### config.mk
export PLATFORM = sky130hd
export DESIGN_NAME = ytu_angle_reduce
export DESIGN_NICKNAME = d
export VERILOG_FILES = /design/src/rtl/ytu_pkg.sv /design/src/rtl/ytu_angle_reduce.sv
export SDC_FILE = /design/constraint.sdc
export NUM_CORES = 1
export LEC_CHECK = 0
export ABC_AREA = 1
export BUFFER_PORTS_ARGS = -buffer_cell sky130_fd_sc_hd__buf_2
export CAP_MARGIN = 15
export CORE_ASPECT_RATIO = 1.1
export CORE_MARGIN = 10
export CORE_UTILIZATION = 60
export DETAILED_ROUTE_END_ITERATION = 8
export PLACE_DENSITY = 0.86
export SYNTH_ARGS = -nofsm -noshare
export SYNTH_HDL_FRONTEND = slang
export SYNTH_SLANG_ARGS = --single-unit
### constraint.sdc
create_clock -name clk -period 5.1 [get_ports clk]
set_input_delay 0.255 -clock clk [delete_from_list [all_inputs] [get_ports clk]]
set_output_delay 0.255 -clock clk [all_outputs]
set_load 0.01 [all_outputs]
### src/rtl/ytu_pkg.sv
package ytu_pkg;

  localparam int YAW_W     = 13;
  localparam int TILT_IN_W = 13;
  localparam int ACC_IN_W  = 15;
  localparam int CAL_W     = 2;
  localparam int TILT_W    = 14;
  localparam int ACC_W     = 16;
  localparam int TOT_W     = 32;
  localparam int DEG_W     = 9;

  localparam int DEG_FULL    = 360;
  localparam int DEG_HALF    = 180;
  localparam int ACCEL_LIMIT = 31360;

  // Pipeline stage numbers, from the input register to the output register.
  localparam int STG_IN   = 1;
  localparam int STG_QUOT = 2;
  localparam int STG_REM  = 3;
  localparam int STG_QUAD = 4;
  localparam int STG_ROM  = 5;
  localparam int STG_PROD = 6;
  localparam int STG_SUM  = 7;
  localparam int STG_RND  = 8;
  localparam int STG_OUT  = 9;
  localparam int NSTG     = 9;

  typedef logic [NSTG:1] stage_vec_t;

  typedef struct packed {
    logic [YAW_W-1:0]            yaw;
    logic signed [TILT_IN_W-1:0] pitch;
    logic signed [TILT_IN_W-1:0] roll;
    logic signed [ACC_IN_W-1:0]  ax;
    logic signed [ACC_IN_W-1:0]  ay;
    logic                        lock;
    logic signed [TOT_W-1:0]     total;
    logic                        total_valid;
  } item_t;

endpackage

### src/rtl/ytu_angle_reduce.sv
module ytu_angle_reduce import ytu_pkg::*; #(
  parameter int ANGLE_LSB_PER_DEGREE = 16
) (
  input  logic             clk,
  input  stage_vec_t       en,
  input  logic [YAW_W-1:0] yaw,
  output logic [1:0]       quad,
  output logic [$clog2(90*ANGLE_LSB_PER_DEGREE+1)-1:0] rem,
  output logic [DEG_W-1:0] deg
);

  localparam int AW            = $clog2(90*ANGLE_LSB_PER_DEGREE+1);
  localparam int QUARTER_UNITS = 90*ANGLE_LSB_PER_DEGREE;
  localparam int FULL_UNITS    = 360*ANGLE_LSB_PER_DEGREE;
  localparam int RECIP_SH      = 26;
  localparam logic [39:0] RECIP_FULL = 40'((longint'(1) << RECIP_SH) / FULL_UNITS);
  localparam logic [39:0] RECIP_DEG  = 40'((longint'(1) << RECIP_SH) / ANGLE_LSB_PER_DEGREE);
  localparam logic [15:0] FULL_W = 16'(FULL_UNITS);
  localparam logic [15:0] LSB_W  = 16'(ANGLE_LSB_PER_DEGREE);
  localparam logic [15:0] Q1_W   = 16'(QUARTER_UNITS);
  localparam logic [15:0] Q2_W   = 16'(2*QUARTER_UNITS);
  localparam logic [15:0] Q3_W   = 16'(3*QUARTER_UNITS);

  logic [39:0]      prod_f, prod_d;
  logic [YAW_W-1:0] yaw2, quo_f2, quo_d2;
  logic [28:0]      mul_f, mul_d;
  logic [YAW_W-1:0] rem_f3, rem_d3, quo_d3;
  logic [15:0]      ang, off;
  logic [1:0]       quad_next;
  logic [YAW_W-1:0] deg_wide;

  assign prod_f = 40'(yaw) * RECIP_FULL;
  assign prod_d = 40'(yaw) * RECIP_DEG;

  always_ff @(posedge clk) begin
    if (en[STG_QUOT]) begin
      yaw2   <= yaw;
      quo_f2 <= prod_f[RECIP_SH +: YAW_W];
      quo_d2 <= prod_d[RECIP_SH +: YAW_W];
    end
  end

  assign mul_f = 29'(quo_f2) * 29'(FULL_UNITS);
  assign mul_d = 29'(quo_d2) * 29'(ANGLE_LSB_PER_DEGREE);

  always_ff @(posedge clk) begin
    if (en[STG_REM]) begin
      rem_f3 <= YAW_W'(29'(yaw2) - mul_f);
      rem_d3 <= YAW_W'(29'(yaw2) - mul_d);
      quo_d3 <= quo_d2;
    end
  end

  always_comb begin
    ang = (16'(rem_f3) >= FULL_W) ? 16'(rem_f3) - FULL_W : 16'(rem_f3);
    if (ang >= Q3_W) begin
      quad_next = 2'd3;
      off       = Q3_W;
    end else if (ang >= Q2_W) begin
      quad_next = 2'd2;
      off       = Q2_W;
    end else if (ang >= Q1_W) begin
      quad_next = 2'd1;
      off       = Q1_W;
    end else begin
      quad_next = 2'd0;
      off       = '0;
    end
    deg_wide = (16'(rem_d3) >= LSB_W) ? quo_d3 + YAW_W'(1) : quo_d3;
  end

  always_ff @(posedge clk) begin
    if (en[STG_QUAD]) begin
      quad <= quad_next;
      rem  <= AW'(ang - off);
      deg  <= deg_wide[DEG_W-1:0];
    end
  end

endmodule

# Word level (Yosys, flattened, before mapping)
# Index checks and enable logic that the tools add are counted.
[op_classes]
n_addsub = 5
multipliers = 2
div = 0
n_lt_le_gt_ge = 5
eq_ne = 0
shift = 0
n_mux = 7
bitwise_logic = 0
reduce_logical = 1
[ops]
columns = ["cell", "count"]
rows = [
  ["11-bit two-way mux", 3],
  ["13-bit by 13-bit multiplier with 26-bit output (second input constant)", 1],
  ["13-bit subtractor", 2],
  ["16-bit by 11-bit greater-or-equal comparator with 1-bit output (second input constant)", 1],
  ["16-bit by 12-bit greater-or-equal comparator with 1-bit output (second input constant)", 1],
  ["16-bit by 13-bit greater-or-equal comparator with 1-bit output (second input constant)", 1],
  ["16-bit two-way mux", 1],
  ["13-bit by 13-bit subtractor with 14-bit output (second input constant)", 1],
  ["13-bit greater-or-equal comparator (second input constant)", 1],
  ["13-bit by 5-bit greater-or-equal comparator with 1-bit output (second input constant)", 1],
  ["11-bit subtractor", 1],
  ["9-bit by 1-bit adder with 9-bit output (second input constant)", 1],
  ["9-bit two-way mux", 1],
  ["1-bit by 6-bit multiplier with 6-bit output (second input constant)", 1],
  ["1-bit two-way mux", 2],
  ["2-bit OR reduction", 1],
]
[totals]
reg_bits = 80
latch_bits = 0
ramBits = 0
romBits = 0
out_inout_bits = 22
wordCells = 30
memories = 0

# Longest topological paths before layout
[depth]
depth_word = 7
mapped_depth = 22
mapped_depth_nobuf = 22

# Worst setup path before layout
# No wires, ideal clock.
[synth_timing]
kind = "in2reg"
start = "in yaw[1]"
end = "reg quo_f2[0] (data pin)"
setup_ns = 0.253
t_arrival_ns = 3.554
required_ns = 4.847
setup_slack_ns = 1.293
path_stages = 14
path_buffers = 0
cell_sequence = "ha_1 inv_1 fa_1 fa_1 inv_1 fa_1 fa_1 ha_1 nand2_1 nor2_1 nand3_1 or2_2 nand4_1 nand2_1"
[synth_between]
elab_chain_cells = 1
[synth_rtl]
columns = ["item", "line", "rtl"]
rows = [
  ["from (decl)", "ytu_angle_reduce.sv:6", "input logic [YAW_W-1:0] yaw,"],
  ["13-bit by 13-bit multiplier with 26-bit output", "ytu_angle_reduce.sv:32", "assign prod_f = 40'(yaw) * RECIP_FULL;"],
  ["net prod_f[26]", "ytu_angle_reduce.sv:24", "logic [39:0] prod_f, prod_d;"],
  ["to (signal assigned)", "ytu_angle_reduce.sv:38", "quo_f2 <= prod_f[RECIP_SH +: YAW_W];"],
  ["to (decl)", "ytu_angle_reduce.sv:25", "logic [YAW_W-1:0] yaw2, quo_f2, quo_d2;"],
]
# The timed path passes the listed nets, and every way through them passes these cells.
# A chain may end at the register's enable or synchronous reset.

# Final worst setup path
# Ends and elaborated chain as after synthesis.

==> results.ini <==
[sta]
setup_tns_ns = 0
hold_violations = 0
finalClockSkew_ns = 0.00168
setup_viol = 0
slew-limit-headroom = 0.713
rsz0062_at_grt = no
fin_crit_ns = 3.94
slew_violations = 0
fmax_mhz = 254
whs_ns = 0.199
tightest_slew_ns = 0.431
finalCritPeriodShare = 0.772

[final_layout]
final_cells = 521
multi_input_area_um2 = 2370
fin_util = 0.677
drive_gt1_frac = 0.154
nNetsFinal = 575
seqCellArea_um2 = 1650
fillers = 480
area_delta_synth_final_pct = 8.24
antenna_cells = 0

[floorplan]
dieWidth_um = 102
rows = 32
die_h_um = 110
num_io_pins = 45
start_util = 0.625
die_area_um2 = 11200
core_um2 = 7090

[clock_network]
clkLatencyLatePin_ns = 0.30
cts-root-buf = clkbuf_8
cts.reportedPaths.clkPinSlew_ns = 0.08
cts_tree = built
cts_resized = 0
cts_buffers = 5
hold_buffers = 0
clk_path_buf_depth = 2
clock-sinks = 55
htree_levels = 2
cts_setup_buffers = 0

[drt]
drtIter0Drc = 97
drc = 0
drt-total-wl_um = 7440
antenna_left = 0
vias = 2750
wl_per_cell_um = 14.3
firstDrtPassIters = 4
vias_per_cell = 5.28

[pwr]
powerDensity_nw_per_um2 = 419
p_sw_frac = 0.404
p_clk_frac = 0.133
peakVddDrop_mv = 0.214
total_power_mw = 2.01
p_sw_mw = 0.813
leakage_nw = 2.47
power_frac_comb = 0.549
p_seq_frac = 0.318
p_int_mw = 1.20

[worst_setup_path]
worstSetupEndpointType = flip-flop
r2r_slack_ns = 1.93
cp.required_ns = 5.16
arrival_ns = 4.00
setup.worst_path.start = yaw[1]
critPathKind = primary input to flip-flop
cp_max_fo = 5
r2r-start = rem_f3[7]$_DFFE_PP_
critPathLaunchType = primary input

[global_routing]
grt_max_degree = 23
grt_pass1_wl_um = 12900
antenna_found_initial = 0
grt_overflow_total = 0
grt_pass1_vias = 2995
grtUsageTotal = 0.143

[worst_hold_path]
hold_path.startpoint = yaw[2]
min_path_type = primary input to flip-flop

[synth]
ys_types = 26
syn_nets = 539
ys_ff_latch = 55
ys_warn_count = 0
synth_top_area_frac = 0.373
syn_area_per_cell_um2 = 11.1
synth.area.top_cells = edfxtp_1 (37%), ha_1 (23%), fa_1 (16%)
synth_top_area_cell = edfxtp_1
ys_seq_area_frac = 0.373
syn-cell-area_um2 = 4430
synth_cells = 400

[job]
max_cap_violations = 0

[place]
port_buffers = 38
hpwl_um = 6530
dp.cells = 514
routabilityCongestion = 0.834

[run_status]
status = finished clean

[layer usage]
metal	GRT usage	part of all wire	up-vias
li1	-	-	1357
met1	0.149	0.39	1318
met2	0.278	0.55	61
met3	0.0237	0.037	14
met4	0.0595	0.022	0
met5	0	0	-
[area by class of cell]
type | instances | share of cell area
timing repair buffer | 38 | 0.0396
tap | 85 | 0.0222
inverter | 101 | 0.0790
clock inverter | 1 | 0.00626
sequential | 55 | 0.344
clock buffer | 6 | 0.0151
multi-input combinational | 235 | 0.493
[sequential cells by signal, indices dropped and copies added (netlist names)]
register / flops
quad: 2
quo_f2: 1
deg: 9
rem_f3: 13
rem: 11
quo_d3: 6
yaw2: 13
[logic make-up after synthesis]
logic type      synth area share
fa+ha+maj                  0.387
buf+inv                   0.0932
simple gates              0.0906
flops                      0.373
compound gates            0.0330
xor+xnor                  0.0237
[power groups by stage]
| stage | combinational (mW) | sequential [mW] | clock, mW |
|---|---|---|---|
| finish | 1.11 | 0.639 | 0.268 |
| global route | 1.31 | 0.648 | 0.289 |
| CTS | 1.12 | 0.639 | 0.271 |
| detailed placement | 1.11 | 0.649 | 0 |
| floorplan | 0.807 | 0.668 | 0 |
| global placement | 1.04 | 0.646 | 0 |
[stage by stage]
step / instance area [µm²] / setup slack, ns
final: 4800 / 1.16
after global routing: 4800 / 0.950
after CTS: 4800 / 1.15
after detailed placement: 4690 / 0.833
after global placement: 4690 / 0.875
after floorplan: 4430 / 1.29
[Yosys cell counts (all sizes together)]
master,number
a211oi,2
a21o,1
a21oi,13
clkbuf,9
edfxtp,55
fa,35
ha,81
inv,101
nand2,47
nand3,15
nand4,3
nor2,12
nor3,4
o211ai,1
o21ai,7
o31ai,1
or2,1
xnor2,3
xor2,9
[critical path, stage by stage]
cell and delay (ns):
buf_2 0.14, ha_1 0.30, inv_1 0.06, fa_1 0.51
fa_1 0.56, inv_1 0.06, fa_1 0.50, fa_1 0.50
ha_1 0.29, nand2_1 0.05, nor2_1 0.21, nand3_1 0.10
or2_2 0.31, nand4_1 0.11, nand2_1 0.05
[layout by cell type, fill, tap and decap left out]
master     instances
a211oi_1           2
a21o_1             1
a21oi_1           12
a21oi_2            1
buf_2             38
bufinv_16          1
clkbuf_1           1
clkbuf_8           5
edfxtp_1          55
fa_1              35
ha_1              81
inv_1             97
inv_2              4
nand2_1           36
nand2_2            9
nand2_4            2
nand3_1           13
nand3_2            2
nand4_1            3
nor2_1             9
nor2_2             2
nor2_4             1
nor3_1             4
o211ai_2           1
o21ai_0            7
o31ai_1            1
or2_2              1
xnor2_1            3
xor2_1             9
[worst paths after layout]
path / end / cells past startpoint
worst max-delay path: quo_f2[0]$_DFFE_PP_ / 15
worst min-delay path: yaw2[2]$_DFFE_PP_ / 1
worst max register to register: rem[10]$_DFFE_PP_ / 21
worst min register to register: rem_f3[1]$_DFFE_PP_ / 0
Power figures use the tool's default switching activity.
