[config.mk]
export PLATFORM = sky130hd
export DESIGN_NAME = ytu_unwrap
export DESIGN_NICKNAME = d
export VERILOG_FILES = /design/src/rtl/ytu_pkg.sv /design/src/rtl/ytu_unwrap.sv
export SDC_FILE = /design/constraint.sdc
export NUM_CORES = 1
export LEC_CHECK = 0
export ABC_AREA = 1
export BUFFER_PORTS_ARGS = -buffer_cell sky130_fd_sc_hd__buf_2
export CORE_ASPECT_RATIO = 1.5
export CORE_MARGIN = 5
export CORE_UTILIZATION = 60
export DETAILED_ROUTE_END_ITERATION = 16
export PLACE_DENSITY = 0.79
export REMOVE_ABC_BUFFERS = 1
export SLEW_MARGIN = 10
export SYNTH_ARGS = -nofsm -noshare
export SYNTH_HDL_FRONTEND = slang
export SYNTH_SLANG_ARGS = --single-unit
[constraint.sdc]
create_clock -name clk -period 7.2 [get_ports clk]
set_input_delay 0.36 -clock clk [delete_from_list [all_inputs] [get_ports clk]]
set_output_delay 0.36 -clock clk [all_outputs]
set_load 0.05 [all_outputs]
[src/rtl/ytu_pkg.sv]
package ytu_pkg;

  localparam int YAW_W     = 13;
  localparam int TILT_IN_W = 13;
  localparam int ACC_IN_W  = 15;
  localparam int CAL_W     = 2;
  localparam int TILT_W    = 14;
  localparam int ACC_W     = 16;
  localparam int TOT_W     = 32;
  localparam int DEG_W     = 9;

  localparam int DEG_FULL    = 360;
  localparam int DEG_HALF    = 180;
  localparam int ACCEL_LIMIT = 31360;

  // Pipeline stage numbers, from the input register to the output register.
  localparam int STG_IN   = 1;
  localparam int STG_QUOT = 2;
  localparam int STG_REM  = 3;
  localparam int STG_QUAD = 4;
  localparam int STG_ROM  = 5;
  localparam int STG_PROD = 6;
  localparam int STG_SUM  = 7;
  localparam int STG_RND  = 8;
  localparam int STG_OUT  = 9;
  localparam int NSTG     = 9;

  typedef logic [NSTG:1] stage_vec_t;

  typedef struct packed {
    logic [YAW_W-1:0]            yaw;
    logic signed [TILT_IN_W-1:0] pitch;
    logic signed [TILT_IN_W-1:0] roll;
    logic signed [ACC_IN_W-1:0]  ax;
    logic signed [ACC_IN_W-1:0]  ay;
    logic                        lock;
    logic signed [TOT_W-1:0]     total;
    logic                        total_valid;
  } item_t;

endpackage

[src/rtl/ytu_unwrap.sv]
module ytu_unwrap import ytu_pkg::*; #(
  parameter int ANGLE_LSB_PER_DEGREE = 16
) (
  input  logic                    clk,
  input  logic                    rst,
  input  logic                    upd,
  input  logic [YAW_W-1:0]        yaw,
  input  logic [DEG_W-1:0]        deg,
  output logic signed [TOT_W-1:0] yaw_total
);

  localparam int PLW = $clog2((2**DEG_W - 1)*ANGLE_LSB_PER_DEGREE + 1);
  localparam int BW  = ((PLW > YAW_W) ? PLW : YAW_W) + 2;
  localparam logic [PLW-1:0]       DEG_SCALE = PLW'(ANGLE_LSB_PER_DEGREE);
  localparam logic signed [BW-1:0] HALF_L    = BW'(DEG_HALF*ANGLE_LSB_PER_DEGREE);
  localparam logic signed [BW-1:0] FULL_L    = BW'(DEG_FULL*ANGLE_LSB_PER_DEGREE);
  localparam logic [DEG_W-1:0]     D_FULL    = DEG_W'(DEG_FULL);
  localparam logic [DEG_W-1:0]     D_HALF    = DEG_W'(DEG_HALF);
  localparam logic signed [TOT_W-1:0] TOT_MAX = {1'b0, {(TOT_W-1){1'b1}}};
  localparam logic signed [TOT_W-1:0] TOT_MIN = {1'b1, {(TOT_W-1){1'b0}}};

  logic [DEG_W-1:0]          prev;
  logic [PLW-1:0]            prev_l;
  logic signed [DEG_W:0]     diff;
  logic [DEG_W-1:0]          adiff, dmod, delta;
  logic signed [BW-1:0]      big;
  logic                      plus;
  logic signed [TOT_W:0]     step, sum;
  logic signed [TOT_W-1:0]   total_next;

  always_comb begin
    diff  = $signed({1'b0, deg}) - $signed({1'b0, prev});
    adiff = diff[DEG_W] ? DEG_W'(-diff) : DEG_W'(diff);
    dmod  = (adiff >= D_FULL) ? adiff - D_FULL : adiff;
    delta = (dmod > D_HALF) ? D_FULL - dmod : dmod;
    big   = $signed(BW'(yaw)) - $signed(BW'(prev_l));
    plus  = (big >= 0 && big <= HALF_L) || (big <= -HALF_L && big >= -FULL_L);
    step  = plus ? $signed((TOT_W+1)'(delta)) : -$signed((TOT_W+1)'(delta));
    sum   = $signed({yaw_total[TOT_W-1], yaw_total}) + step;
    if (sum[TOT_W] != sum[TOT_W-1]) begin
      total_next = sum[TOT_W] ? TOT_MIN : TOT_MAX;
    end else begin
      total_next = sum[TOT_W-1:0];
    end
  end

  always_ff @(posedge clk) begin
    if (rst) begin
      prev      <= '0;
      prev_l    <= '0;
      yaw_total <= '0;
    end else if (upd) begin
      prev      <= deg;
      prev_l    <= PLW'(deg) * DEG_SCALE;
      yaw_total <= total_next;
    end
  end

  a_prev_follows: assert property (@(posedge clk) disable iff (rst)
    upd |=> prev == $past(deg))
    else $error("previous heading not taken from the unwrapped beat");

  a_total_holds: assert property (@(posedge clk) disable iff (rst)
    !upd |=> $stable(yaw_total))
    else $error("heading total changed without a locked beat");

endmodule

# Word-level counts from Yosys, hierarchy flattened
# Cells that the tools add are included.
dict set report word_totals {
  in_bits 25
  word_cells 25
  reg_bits 41
  output_inout_bits 32
}
dict set report op_classes {
  n_lt_le_gt_ge 6
  n_mux 6
  addsub 7
  n_eq_ne 1
  reduce_logical 3
}
# op count
set ops {}
lappend ops {{$mux 32} 2}
lappend ops {{$add 32x33->33} 1}
lappend ops {{$mux 33} 1}
lappend ops {{$neg 9->33} 1}
lappend ops {{$le 14x13->1 const B} 2}
lappend ops {{$mux 9} 3}
lappend ops {{$ge 14x1->1 const B} 1}
lappend ops {{$ge 14x14->1 const B} 1}
lappend ops {{$sub 13x13->14} 1}
lappend ops {{$sub 9x9->10} 1}
lappend ops {{$ge 9x9->1 const B} 1}
lappend ops {{$gt 9x8->1 const B} 1}
lappend ops {{$neg 9->9} 1}
lappend ops {{$sub 9x9->9 const A} 1}
lappend ops {{$sub 9x9->9 const B} 1}
lappend ops {{$logic_and 1x1->1} 2}
lappend ops {{$logic_or 1x1->1} 1}
lappend ops {{$ne 1x1->1} 1}

# Depth between registers and ports, before layout
# Gate-level depths: netlist (run 1).
dict set report depth {
  word_depth 12
  ltp_mapped 61
  mapped_depth_nobuf 60
}

# Worst setup path before layout (run 1)
# No wires, ideal clock.
dict set report synth_timing {
  kind {input to register}
  start {in deg[0]}
  end {reg yaw_total[14]}
  slack_ps 621
  setup_ps 122
  n_path_buf 2
  arrival_time_ps 6456
  required_ps 7078
  path_stages 51
  path_cell_list {inv_1 > ha_1 > inv_1 > fa_1 > inv_1 > ha_1 > inv_1 > nor2_2 > nand3_1 > nand3_1 > nand2_2 > ha_1 > inv_1 > nand3_1 > nor2_2 > nor2_1 > nand2_2 > nand2_4 > [... 15 more ...] > a21oi_1 > o21ai_0 > nand2_1 > nand3_1 > nand2_1 > a21oi_1 > o21ai_0 > nand4_1 > nand2_1 > nand3_1 > nand3_1 > nand2_1 > nand2_1 > nand2_2 > buf_6 > buf_12 > nand2_2 > a21oi_2}
}
dict set report synth_between {
  elab_chain_len 12
  elab_cells_between_ends 15
  classes_between {add/sub (6); order compare (2); eq/ne (1); mux (6)}
}
# element line_no
set synth_rtl {}
lappend synth_rtl {{start: declaration} ytu_unwrap.sv:8} ;# input logic [DEG_W-1:0] deg,
lappend synth_rtl {{$sub 9x9->10 (*)} ytu_unwrap.sv:32} ;# diff = $signed({1'b0, deg}) - $signed({1'b0, prev});
lappend synth_rtl {{$neg 9->9} ytu_unwrap.sv:33} ;# adiff = diff[DEG_W] ? DEG_W'(-diff) : DEG_W'(diff);
lappend synth_rtl {{$mux 9 (*)} ytu_unwrap.sv:33}
lappend synth_rtl {{$sub 9x9->9 / $ge 9x9->1 (equally long branches)} ytu_unwrap.sv:34} ;# dmod = (adiff >= D_FULL) ? adiff - D_FULL : adiff;
lappend synth_rtl {{$mux 9 (*)} ytu_unwrap.sv:34}
lappend synth_rtl {{$sub 9x9->9 / $gt 9x8->1 (equally long branches)} ytu_unwrap.sv:35} ;# delta = (dmod > D_HALF) ? D_FULL - dmod : dmod;
lappend synth_rtl {{$mux 9 (*)} ytu_unwrap.sv:35}
lappend synth_rtl {{$neg 9->33} ytu_unwrap.sv:38} ;# step = plus ? $signed((TOT_W+1)'(delta)) : -$signed((TOT_W+1)'(delta));
lappend synth_rtl {{$mux 33 (*)} ytu_unwrap.sv:38}
lappend synth_rtl {{$add 32x33->33 (*)} ytu_unwrap.sv:39} ;# sum = $signed({yaw_total[TOT_W-1], yaw_total}) + step;
lappend synth_rtl {{$mux 32 / $ne 1x1->1 (equally long branches)} {ytu_unwrap.sv:41, ytu_unwrap.sv:40}}
lappend synth_rtl {{$mux 32 (*)} ytu_unwrap.sv:40} ;# if (sum[TOT_W] != sum[TOT_W-1]) begin
lappend synth_rtl {{end signal: assignment} ytu_unwrap.sv:55} ;# yaw_total <= total_next;
lappend synth_rtl {{end: declaration} ytu_unwrap.sv:9} ;# output logic signed [TOT_W-1:0] yaw_total
# Every way passes the cells marked *; elsewhere a longest branch is shown, timed or not.
# A chain may end at the register's enable or synchronous reset.

# Worst setup path in the final report (run 1)
dict set report layout_timing {
  start {reg prev_l[4]}
  end {reg yaw_total[22]}
}
dict set report layout_between {
  elab_chain_len 12
  elab_cells_between_ends 23
  classes_between {add/sub (7); order compare (6); eq/ne (1); mux (6); reduce/logical (3)}
}
# element line_no
set layout_rtl {}
lappend layout_rtl {{start: declaration} ytu_unwrap.sv:23} ;# logic [PLW-1:0] prev_l;
lappend layout_rtl {{start signal: assignment} ytu_unwrap.sv:54} ;# prev_l <= PLW'(deg) * DEG_SCALE;
lappend layout_rtl {{$sub 9x9->10} --}
lappend layout_rtl {{$neg 9->9} --}
lappend layout_rtl {{$mux 9} --}
lappend layout_rtl {{$sub 9x9->9 / $ge 9x9->1 (equally long branches)} --}
lappend layout_rtl {{$mux 9} --}
lappend layout_rtl {{$sub 9x9->9 / $gt 9x8->1 (equally long branches)} --}
lappend layout_rtl {{$mux 9} --}
lappend layout_rtl {{$neg 9->33} --}
lappend layout_rtl {{$mux 33 (*)} ytu_unwrap.sv:38}
lappend layout_rtl {{$add 32x33->33 (*)} ytu_unwrap.sv:39}
lappend layout_rtl {{$mux 32 / $ne 1x1->1 (equally long branches)} {ytu_unwrap.sv:41, ytu_unwrap.sv:40}}
lappend layout_rtl {{$mux 32 (*)} ytu_unwrap.sv:40}
# Marks and branches as above.

==> key figures, run 1 <==
Outcome
  • Status: finished clean

Synth
  • Leading area contributor after synthesis: nand2_1
  • Synth cell types: 40
  • Synth top cells by count: 219 x nand2_1, 99 x inv_1, 66 x nand3_1
  • Register area share after synthesis: 0.156
  • Area share of the largest cell type after synthesis: 0.156
  • Top_reg_cell synth: dfxtp_1
  • Area contributors post-synth: nand2_1 16%, dfxtp_1 16%, ha_1 12%
  • Mean Syn Cell Area: 6.32 sq um
  • EDFF count, synth: 0
  • Post-Syn Area: 0.00527 sq mm
  • Syn Inst Count: 834
  • FF+latch count, synth: 41
  • Most frequent cell after synthesis: nand2_1
  • Post-synthesis async set-or-reset flop share: 0
  • Yosys Warn Count: 0

Timing
  • TNS Setup: 0 ns
  • Skew final: 0.00346 ns
  • Final period utilization: 0.964
  • Final-report hold violation count: 0
  • Final setup violating endpoints: 0
  • Final slew viol count: 0
  • Worst rel slew slack: 0.303
  • Fin crit period: 6.94 ns
  • Actual slew at the worst max-slew pin: 1.04 ns
  • Maximum operating frequency: 0.144 GHz

Critical path
  • Critical-path top delay cell: fa_2
  • Worst Path Max Fanout: 9
  • Critical Setup Path Class: reg2reg
  • CP Launch Type: register
  • CP Capture Type: register
  • Reg2Reg Capture Point: yaw_total[22]
  • Req. time, crit path: 7.42 ns
  • Worst Path Arrival: 7.17 ns
  • R2R cell count: 51
  • Highest cell delay on the worst timing path: 0.60 ns
  • FF-to-FF setup slack: 0.26 ns
  • Crit. Startpoint: prev_l[4]
  • Origin of the critical flop-to-flop path: prev_l[4]
  • Setup crit end: yaw_total[22]

Placed design
  • GP Congestion: 0.965
  • Detail Placement HPWL: 12.3 mm
  • PortBufs: 56

Global routing
  • Pin count of the biggest net entering global routing: 37
  • Global-route wire length before repair: 24.8 mm
  • Grt ovf: 0
  • Initial antenna violation count: 0
  • Number of global-route vias before repair: 5,669
  • Overall Global Routing Usage: 0.281

Run
  • Max cap viols: 0

Detailed routing
  • Via count: 6,148
  • Remaining DRCs: 0
  • DR iter-0 viols: 320
  • Avg WL per Cell: 16.5 microns
  • Vias per inst: 5.89
  • TritonRoute pass-1 iters: 4
  • ANT nets after route: 0
  • WL final: 17.2 mm

Layout
  • Post-layout nets: 1,011
  • Area grow syn2layout: 24.4%
  • Fin util: 0.751
  • Layout cell share with drive strength beyond 1: 0.288
  • # diodes: 0

Floorplan
  • Die H: 125 microns
  • Starting density of the core: 0.604
  • Top Ports: 57
  • Row cnt: 42
  • Area of the die: 0.0108 sq mm
  • Core box area: 0.00872 sq mm
  • Die span in x: 86.5 microns

Clock tree
  • Hold_buf cts: 0
  • Clock Latency Late Sink: 0.29 ns
  • H-tree depth: 2
  • Reg clk slew, reported paths: 0.06 ns
  • Sinks on Clock Net: 41
  • Longest Clk Path Bufs: 2
  • Root buffer cell: clkbuf_16
  • TritonCTS clock tree: yes
  • CTS Buf Count: 5

Worst hold path
  • Hold Crit Class: in2reg
routing by layer:
layer | GRT usage | routed length [microns]
met1 | 0.270 | 5760
met2 | 0.527 | 9120
met3 | 0.0298 | 984
met4 | 0.206 | 1330
met5 | 0 | 0
registers in the layout, summed over array words and instances (netlist names):
name and count:
yaw_total 32, prev_l 9
layout by cell type, fill, tap and decap left out, drive strengths merged, types with 3 or more instances in the layout:
master | synthesis | layout
or2 | 7 | 7
xnor2 | 10 | 10
a21o | 5 | 5
nand4 | 11 | 11
ha | 52 | 52
a31oi | 6 | 6
inv | 105 | 105
a21oi | 81 | 81
nor3 | 3 | 3
nand3b | 7 | 7
nor4 | 3 | 3
nor2 | 59 | 59
buf | 6 | 104
xor2 | 33 | 33
o21ai | 55 | 55
o21bai | 5 | 5
dfxtp | 41 | 41
nand2 | 255 | 255
clkbuf | 10 | 10
nand3 | 73 | 73
worst min path at each step:
| stage | endpoint | start | cells after the start |
|---|---|---|---|
| 3_5_place_dp | prev_l[8] | prev_l[8] | 2 |
| 5_1_grt | yaw_total[28] | rst | 2 |
| 4_1_cts | yaw_total[29] | rst | 2 |
| 6_report | yaw_total[0] | rst | 2 |
| 3_3_place_gp | prev_l[6] | prev_l[6] | 2 |
| 2_1_floorplan | yaw_total[0] | rst | 1 |
final cells by class:
| type | instances | area (sq um) |
|---|---|---|
| inverters | 107 | 409 |
| well taps | 110 | 138 |
| flip-flops and latches | 41 | 822 |
| multi-input cells | 670 | 4250 |
| repair buffers | 107 | 761 |
| clock inverters | 1 | 30.0 |
| clock buffers | 7 | 143 |
| fillers | 702 | 2170 |
repair_timing:
action                     4_1_cts  5_1_grt
buffers inserted                 0       31
setup endpoints to repair       29       32
pin swaps                        0       32
cloned                           0        3
gates resized for setup          2       87
through the flow:
step                      instances  area (sq um)  hold WS (ns)  setup WS [ns]
final                          1043          6560         0.340          0.257
after CTS                      1009          5920         0.340         0.0279
after detailed placement       1001          5740         0.495         -0.300
after floorplan                 818          5160         0.429          0.490
after global placement         1001          5740         0.481        -0.0899
after global routing           1043          6560         0.358         -0.230
critical path, delay by kind of cell (launching register included):
kind | cells | cell delay, ns
AO/OA/AOI/OAI | 7 | 0.85
AND/OR/NAND/NOR | 30 | 3.25
buffers and inverters | 7 | 0.56
adder cells (fa/ha/maj) | 5 | 1.52
XOR/XNOR | 2 | 0.37
flip-flops | 1 | 0.35
logic make-up after synthesis:
group                      count (synthesis)  share of synthesized area
AOI/OAI and AO/OA                        155                      0.171
xor gates and xnor gates                  43                     0.0779
adders and majority gates                 54                      0.131
buffers and inverters                    123                     0.0967
DFF                                       41                      0.156
and+or+nand+nor                          418                      0.367
Power of run 1 is left out: the tool's default activity adds up to more than one toggle a clock period on the data nets, which glitch-free logic cannot reach.
==> inputs of run 2 (changes only) <==
- ABC_AREA: 1 -> 0
- CTS_BUF_LIST: not set -> sky130_fd_sc_hd__clkbuf_8
- GPL_TIMING_DRIVEN: not set -> 0
- PLACE_DENSITY: 0.79 -> 0.78
==> run 2 against run 1 <==
The flow now finishes with violations (negative setup slack). Cell count increased by 0.38%. Wire length increased by 34%. Clock skew increased by 0.0028 ns. Non-clock buffer count increased by 30. Setup slack got worse by 1.6 ns. Via count increased by 21%.
==> key figures, run 2 <==
Outcome
  • Status: finished, violations left
  • Failing checks: negative setup slack

Critical path
  • Worst Path Max Fanout: 8 (-1)
  • Req. time, crit path: 7.37 ns (-0.05 ns)
  • Critical-path top delay cell: nor4_1
  • Critical Setup Path Class: reg2reg
  • CP Launch Type: register
  • Worst Path Arrival: 8.75 ns (+1.58 ns)
  • Highest cell delay on the worst timing path: 0.53 ns (-0.07 ns)
  • CP Capture Type: register

Synth
  • Top_reg_cell synth: dfxtp_1
  • FF+latch count, synth: 41 (unchanged)
  • Compound-Gate Fraction of Synth Area: 0.327 (+0.156)
  • Post-Syn Area: 0.00613 sq mm (+16%)
  • Mux share of post-synthesis cell area: 0.0329 (+0.0329)
  • Area contributors post-synth: dfxtp_1 13%, ha_1 11%, xnor2_1 5.1%
  • XOR/XNOR Fraction of Synth Area: 0.0976 (+0.0197)
  • Synth cell types: 89 (+120%)
  • Mean Syn Cell Area: 7.38 sq um (+17%)
  • Area share of and/or/nand/nor cells after synthesis: 0.235 (-0.132)
  • Syn Inst Count: 831 (-0.36%)
  • Leading area contributor after synthesis: dfxtp_1
  • Synth top cells by count: 83 x nor2_1, 70 x nand2_1, 52 x ha_1
  • Post-synthesis async set-or-reset flop share: 0 (unchanged)
  • Most frequent cell after synthesis: nor2_1
  • Yosys Warn Count: 0 (unchanged)
  • Area share of the largest cell type after synthesis: 0.134 (-0.0221)
  • Main combinational cell family by area after synthesis: compound AO/OA/AOI/OAI gates
  • Adder-Cell Fraction of Synth Area: 0.114 (-0.0168)
  • Register area share after synthesis: 0.134 (-0.0219)
  • EDFF count, synth: 0 (unchanged)

Global routing
  • Initial antenna violation count: 0 (unchanged)
  • Grt ovf: 0 (unchanged)
  • Global-route wire length before repair: 33.0 mm (+33%)
  • Number of global-route vias before repair: 7,139 (+26%)
  • Pin count of the biggest net entering global routing: 63 (+70%)
  • Overall Global Routing Usage: 0.323 (+0.0424)

Detailed routing
  • WL final: 23.0 mm (+34%)
  • ANT nets after route: 0 (unchanged)
  • TritonRoute pass-1 iters: 5 (+1)
  • Vias per inst: 7.13 (+21%)
  • Remaining DRCs: 0 (unchanged)
  • Via count: 7,466 (+21%)
  • Avg WL per Cell: 22.0 microns (+33%)
  • DR iter-0 viols: 636 (+99%)

Clock tree
  • Root buffer cell: clkbuf_8
  • Longest Clk Path Bufs: 2 (unchanged)
  • Clock Latency Late Sink: 0.32 ns (+0.03 ns)
  • Sinks on Clock Net: 41 (unchanged)
  • H-tree depth: 2 (unchanged)
  • Hold_buf cts: 0 (unchanged)
  • Reg clk slew, reported paths: 0.10 ns (+0.04 ns)
  • CTS Buf Count: 5 (unchanged)
  • TritonCTS clock tree: yes

Layout
  • # diodes: 0 (unchanged)
  • Fillcell total: 642 (-8.5%)
  • Commonest non-fill, non-tap cell in the layout: nor2_1
  • Top flop regs: yaw_total x32, prev_l x9
  • Post-layout nets: 1,008 (-0.30%)
  • Most frequent cells in the layout: 79 x nor2_1, 66 x nand2_1, 64 x buf_4, 56 x buf_2, 44 x ha_1
  • Layout cell share with drive strength beyond 1: 0.310 (+0.0214)
  • Largest Register: yaw_total
  • Register cell area after layout: 823 sq um (+0.15%)
  • Area of the multi-input gates: 0.00582 sq mm (+37%)
  • Area grow syn2layout: 31.1%
  • Finished Layout Cells: 1,047 (+0.38%)
  • Largest register FFs: 32 (unchanged)

Placed design
  • Inst Count DP: 957 (-4.4%)
  • PortBufs: 56 (unchanged)
  • Detail Placement HPWL: 13.6 mm (+10%)
  • GP Congestion: 0.952 (-1.4%)

Run
  • Max cap viols: 0 (unchanged)

Timing
  • Actual slew at the worst max-slew pin: 1.21 ns (+0.164 ns)
  • Skew final: 0.00622 ns (+0.00277 ns)
  • Final slew viol count: 0 (unchanged)
  • Final-report hold violation count: 0 (unchanged)
  • Fin crit period: 8.58 ns (+1.63 ns)
  • Maximum operating frequency: 0.117 GHz (-19%)
  • Final setup violating endpoints: 32 (+32)
  • Final period utilization: 1.19 (+0.227)
  • Final setup margin: -1.38 ns (-1.63 ns)
  • RSZ-0062 raised after global routing: true
  • Worst rel slew slack: 0.194 (-0.109)

Floorplan
  • Starting density of the core: 0.608 (+0.00421)
  • Top Ports: 57 (unchanged)
  • Row cnt: 45 (+7.1%)
  • Area of the die: 0.0124 sq mm (+15%)
  • Core box area: 0.0101 sq mm (+16%)
  • Die span in x: 92.5 microns (+7.0%)
  • Die H: 134 microns (+7.2%)

Worst hold path
  • Hold Crit Class: in2reg
-- run 2: cell type report --
cell class                 count  area share
timing repair buffer         137       0.124
inverter                      36      0.0173
clock buffer                   5     0.00856
multi-input combinational    708       0.724
tap                          117      0.0182
clock inverter                 3     0.00529
sequential                    41       0.102
-- run 2: worst max-delay path, delay by kind of cell (launching register included) --
family | cells | cell delay, ns
AND/OR/NAND/NOR | 7 | 1.79
multiplexers | 1 | 0.20
flip-flops | 1 | 0.37
AO/OA/AOI/OAI | 20 | 3.85
buffers and inverters | 6 | 0.77
adder cells (fa/ha/maj) | 3 | 0.83
XOR/XNOR | 4 | 0.62
-- run 2: worst paths after layout --
path	from	end	slack [ns]	cells after the start
min reg2reg	yaw_total[19]	yaw_total[19]	0.51	2
max	prev_l[4]	yaw_total[22]	-1.38	41
max reg2reg	prev_l[4]	yaw_total[22]	-1.38	41
min	deg[0]	prev_l[4]	0.29	3
-- run 2: logic make-up after synthesis --
group           Yosys count
simple gates            296
compound gates          270
buf+inv                  85
flops                    41
xor+xnor                 64
fa+ha+maj                55
mux                      20
-- run 2: routing by layer --
metal  wire [microns]  track usage  vias to the layer above  part of all wire
met3             1780       0.0449                      174             0.077
met1             7470        0.315                     3476              0.32
li1                 -            -                     3312                 -
met2            11700        0.606                      504              0.51
met5                0            0                        -                 0
met4             2050        0.237                        0             0.089
-- run 2: through the flow --
step	instance area [sq um]	hold WS, ns	setup WS (ns)	utilization	setup TNS [ns]
global route	8040	0.332	-1.63	0.798	-47.12
CTS	7500	0.301	-0.992	0.744	-28.36
floorplan	5900	0.429	-2.16	-	-62.58
finish	8040	0.293	-1.38	0.798	-37.53
detailed placement	6360	0.484	-4.25	0.632	-128.38
global placement	6330	0.474	-3.90	0.628	-118.28
-- run 2: timing repair --
item,4_1_cts,5_1_grt
endpoints found under the setup margin,32,32
cloned,3,0
pin swaps,55,52
buffers inserted,52,28
resized for setup,107,66
Power of run 2 is left out for the same reason.
==> inputs of run 3 (changes only) <==
- CORE_UTILIZATION: 60 -> 29
- PLACE_DENSITY: 0.78 -> 0.43
- clock period: 7.2 -> 8.25 ns (I/O delays scaled with it)
==> run 3 against run 2 <==
The run still ends with negative setup slack left. Clock skew is essentially flat. Core utilization decreased by 39 points. Register-to-register slack gained 1.3 ns. Setup slack better by 1.3 ns. Final area is 6.8% higher. Non-clock buffer count rose by 19. Worst hold slack gained 0.026 ns. Global-route usage down 14 points. Critical path type unchanged. Flip-flop and latch count did not move.
==> key figures, run 3 (synthesized netlist as in run 2, its figures left out) <==
Outcome
  • Status: finished, violations left
  • Failing checks: negative setup slack

Global routing
  • Initial antenna violation count: 0 (unchanged)
  • Number of global-route vias before repair: 6,702 (-6.1%)
  • Overall Global Routing Usage: 0.182 (-0.141)
  • Global-route wire length before repair: 35.2 mm (+6.7%)
  • Pin count of the biggest net entering global routing: 63 (unchanged)
  • Grt ovf: 0 (unchanged)

Run
  • Max cap viols: 0 (unchanged)

Critical path
  • Worst Path Arrival: 8.55 ns (-0.20 ns)
  • Highest cell delay on the worst timing path: 0.43 ns (-0.10 ns)
  • Critical-path top delay cell: or3_4
  • FF-to-FF setup slack: -0.06 ns (+1.32 ns)
  • CP Capture Type: register
  • Origin of the critical flop-to-flop path: prev_l[7]
  • Worst Path Max Fanout: 9 (+1)
  • Req. time, crit path: 8.49 ns (+1.12 ns)
  • Critical Setup Path Class: reg2reg
  • CP Launch Type: register
  • Crit. Startpoint: prev_l[7]

Floorplan
  • Core box area: 0.0209 sq mm (+110%)
  • Top Ports: 57 (unchanged)
  • Row cnt: 65 (+44%)
  • Area of the die: 0.0242 sq mm (+96%)
  • Starting density of the core: 0.293 (-0.315)
  • Die span in x: 129 microns (+39%)
  • Die H: 188 microns (+41%)

Clock tree
  • Hold_buf cts: 0 (unchanged)
  • Longest Clk Path Bufs: 2 (unchanged)
  • Root buffer cell: clkbuf_8
  • H-tree depth: 2 (unchanged)
  • Reg clk slew, reported paths: 0.10 ns (about the same)
  • TritonCTS clock tree: yes
  • Clock Latency Late Sink: 0.34 ns (+0.02 ns)
  • Sinks on Clock Net: 41 (unchanged)
  • CTS Buf Count: 5 (unchanged)

Layout
  • Most frequent cells in the layout: 80 x buf_4, 78 x nor2_1, 64 x nand2_1, 56 x buf_2, 43 x ha_1
  • Largest register FFs: 32 (unchanged)
  • Top flop regs: yaw_total x32, prev_l x9
  • Commonest non-fill, non-tap cell in the layout: buf_4
  • Largest Register: yaw_total
  • Layout cell share with drive strength beyond 1: 0.346 (+0.0363)
  • Post-layout nets: 1,026 (+1.8%)
  • Fillcell total: 2,155 (+240%)
  • # diodes: 0 (unchanged)
  • Area grow syn2layout: 40.1%
  • Fin util: 0.411 (-0.387)

Detailed routing
  • WL final: 22.8 mm (-0.74%)
  • Avg WL per Cell: 18.8 microns (-15%)
  • Remaining DRCs: 0 (unchanged)
  • Vias per inst: 5.56 (-22%)
  • ANT nets after route: 0 (unchanged)
  • Via count: 6,756 (-9.5%)
  • TritonRoute pass-1 iters: 4 (-1)
  • DR iter-0 viols: 267 (-58%)

Worst hold path
  • Hold Crit Class: in2reg
  • Hold Crit Start: deg[0]

Timing
  • Final-report hold violation count: 0 (unchanged)
  • Final setup violating endpoints: 2 (-94%)
  • RSZ-0062 raised after global routing: true
  • TNS Setup: -0.0696 ns (+37.46 ns)
  • Final period utilization: 1.01 (-0.184)
  • Worst rel slew slack: 0.266 (+0.0717)
  • Final slew viol count: 0 (unchanged)
  • Skew final: 0.00590 ns (-0.000324 ns)
  • Final setup margin: -0.0600 ns (+1.32 ns)
  • Fin crit period: 8.31 ns (-0.266 ns)
  • Maximum operating frequency: 0.120 GHz (+3.2%)
  • Actual slew at the worst max-slew pin: 1.10 ns (-0.110 ns)

Placed design
  • PortBufs: 56 (unchanged)
  • Detail Placement HPWL: 15.7 mm (+16%)
  • Place WS: -3.74 ns (+0.519 ns)
  • GP Congestion: 0.828 (-13%)
## run 3: cell types whose count changed in the layout (fill, tap and decap cells not counted), moves of 3 or more
cell,previous run,this run
a41oi_1,13,4
xor2_1,17,20
buf_4,64,80
nor3_1,43,38
nor3_2,2,8
inv_4,0,3
xnor2_2,7,3
a41oi_2,6,13
xor2_2,5,2
inv_2,8,4
o21ai_1,6,3
## run 3: through the flow
stage | area, sq um | cells | hold slack (ns)
global placement | 6520 | 1106 | 0.472
detailed placement | 6620 | 1110 | 0.481
floorplan | 5900 | 782 | 0.460
finish | 8590 | 1216 | 0.319
global route | 8590 | 1216 | 0.344
CTS | 7900 | 1184 | 0.299
## run 3: worst paths after layout
kind | end | depth (start not counted)
worst min-delay path | prev_l[4] | 3
worst min register to register | prev_l[10] | 2
worst max-delay path | yaw_total[25] | 42
worst max register to register | yaw_total[25] | 42
## run 3: worst max-delay path: cells and delay by family (launching register included)
family	cells	cell delay (ns)
buffers and inverters	6	0.68
flip-flops	1	0.34
XOR/XNOR	3	0.37
AND/OR/NAND/NOR	10	2.31
multiplexers	1	0.12
AO/OA/AOI/OAI	19	3.62
adder cells (fa/ha/maj)	3	0.79
## run 3: layout make-up
type / instances / area (sq um) / share of cell area
multi-input cells: 707 / 5990 / 0.697
repair buffers: 156 / 1180 / 0.138
flip-flops and latches: 41 / 826 / 0.0962
well taps: 268 / 335 / 0.0391
inverters: 36 / 146 / 0.0171
clock buffers: 7 / 96.3 / 0.0112
clock inverters: 1 / 8.76 / 0.00102
## run 3: what timing repair did
item | in CTS | in global routing
endpoints found under the setup margin | 32 | 32
cloned | 3 | 0
resized for setup | 128 | 75
pin swaps | 61 | 61
setup buffers | 64 | 33
## run 3: routing by layer
metal / global-route usage / vias up / share of wire
met2: 0.349 / 115 / 0.55
met4: 0.0942 / 0 / 0.041
li1: - / 3346 / -
met1: 0.185 / 3252 / 0.38
met3: 0.0271 / 43 / 0.029
met5: 0 / - / 0
Power of run 3 is left out for the same reason.
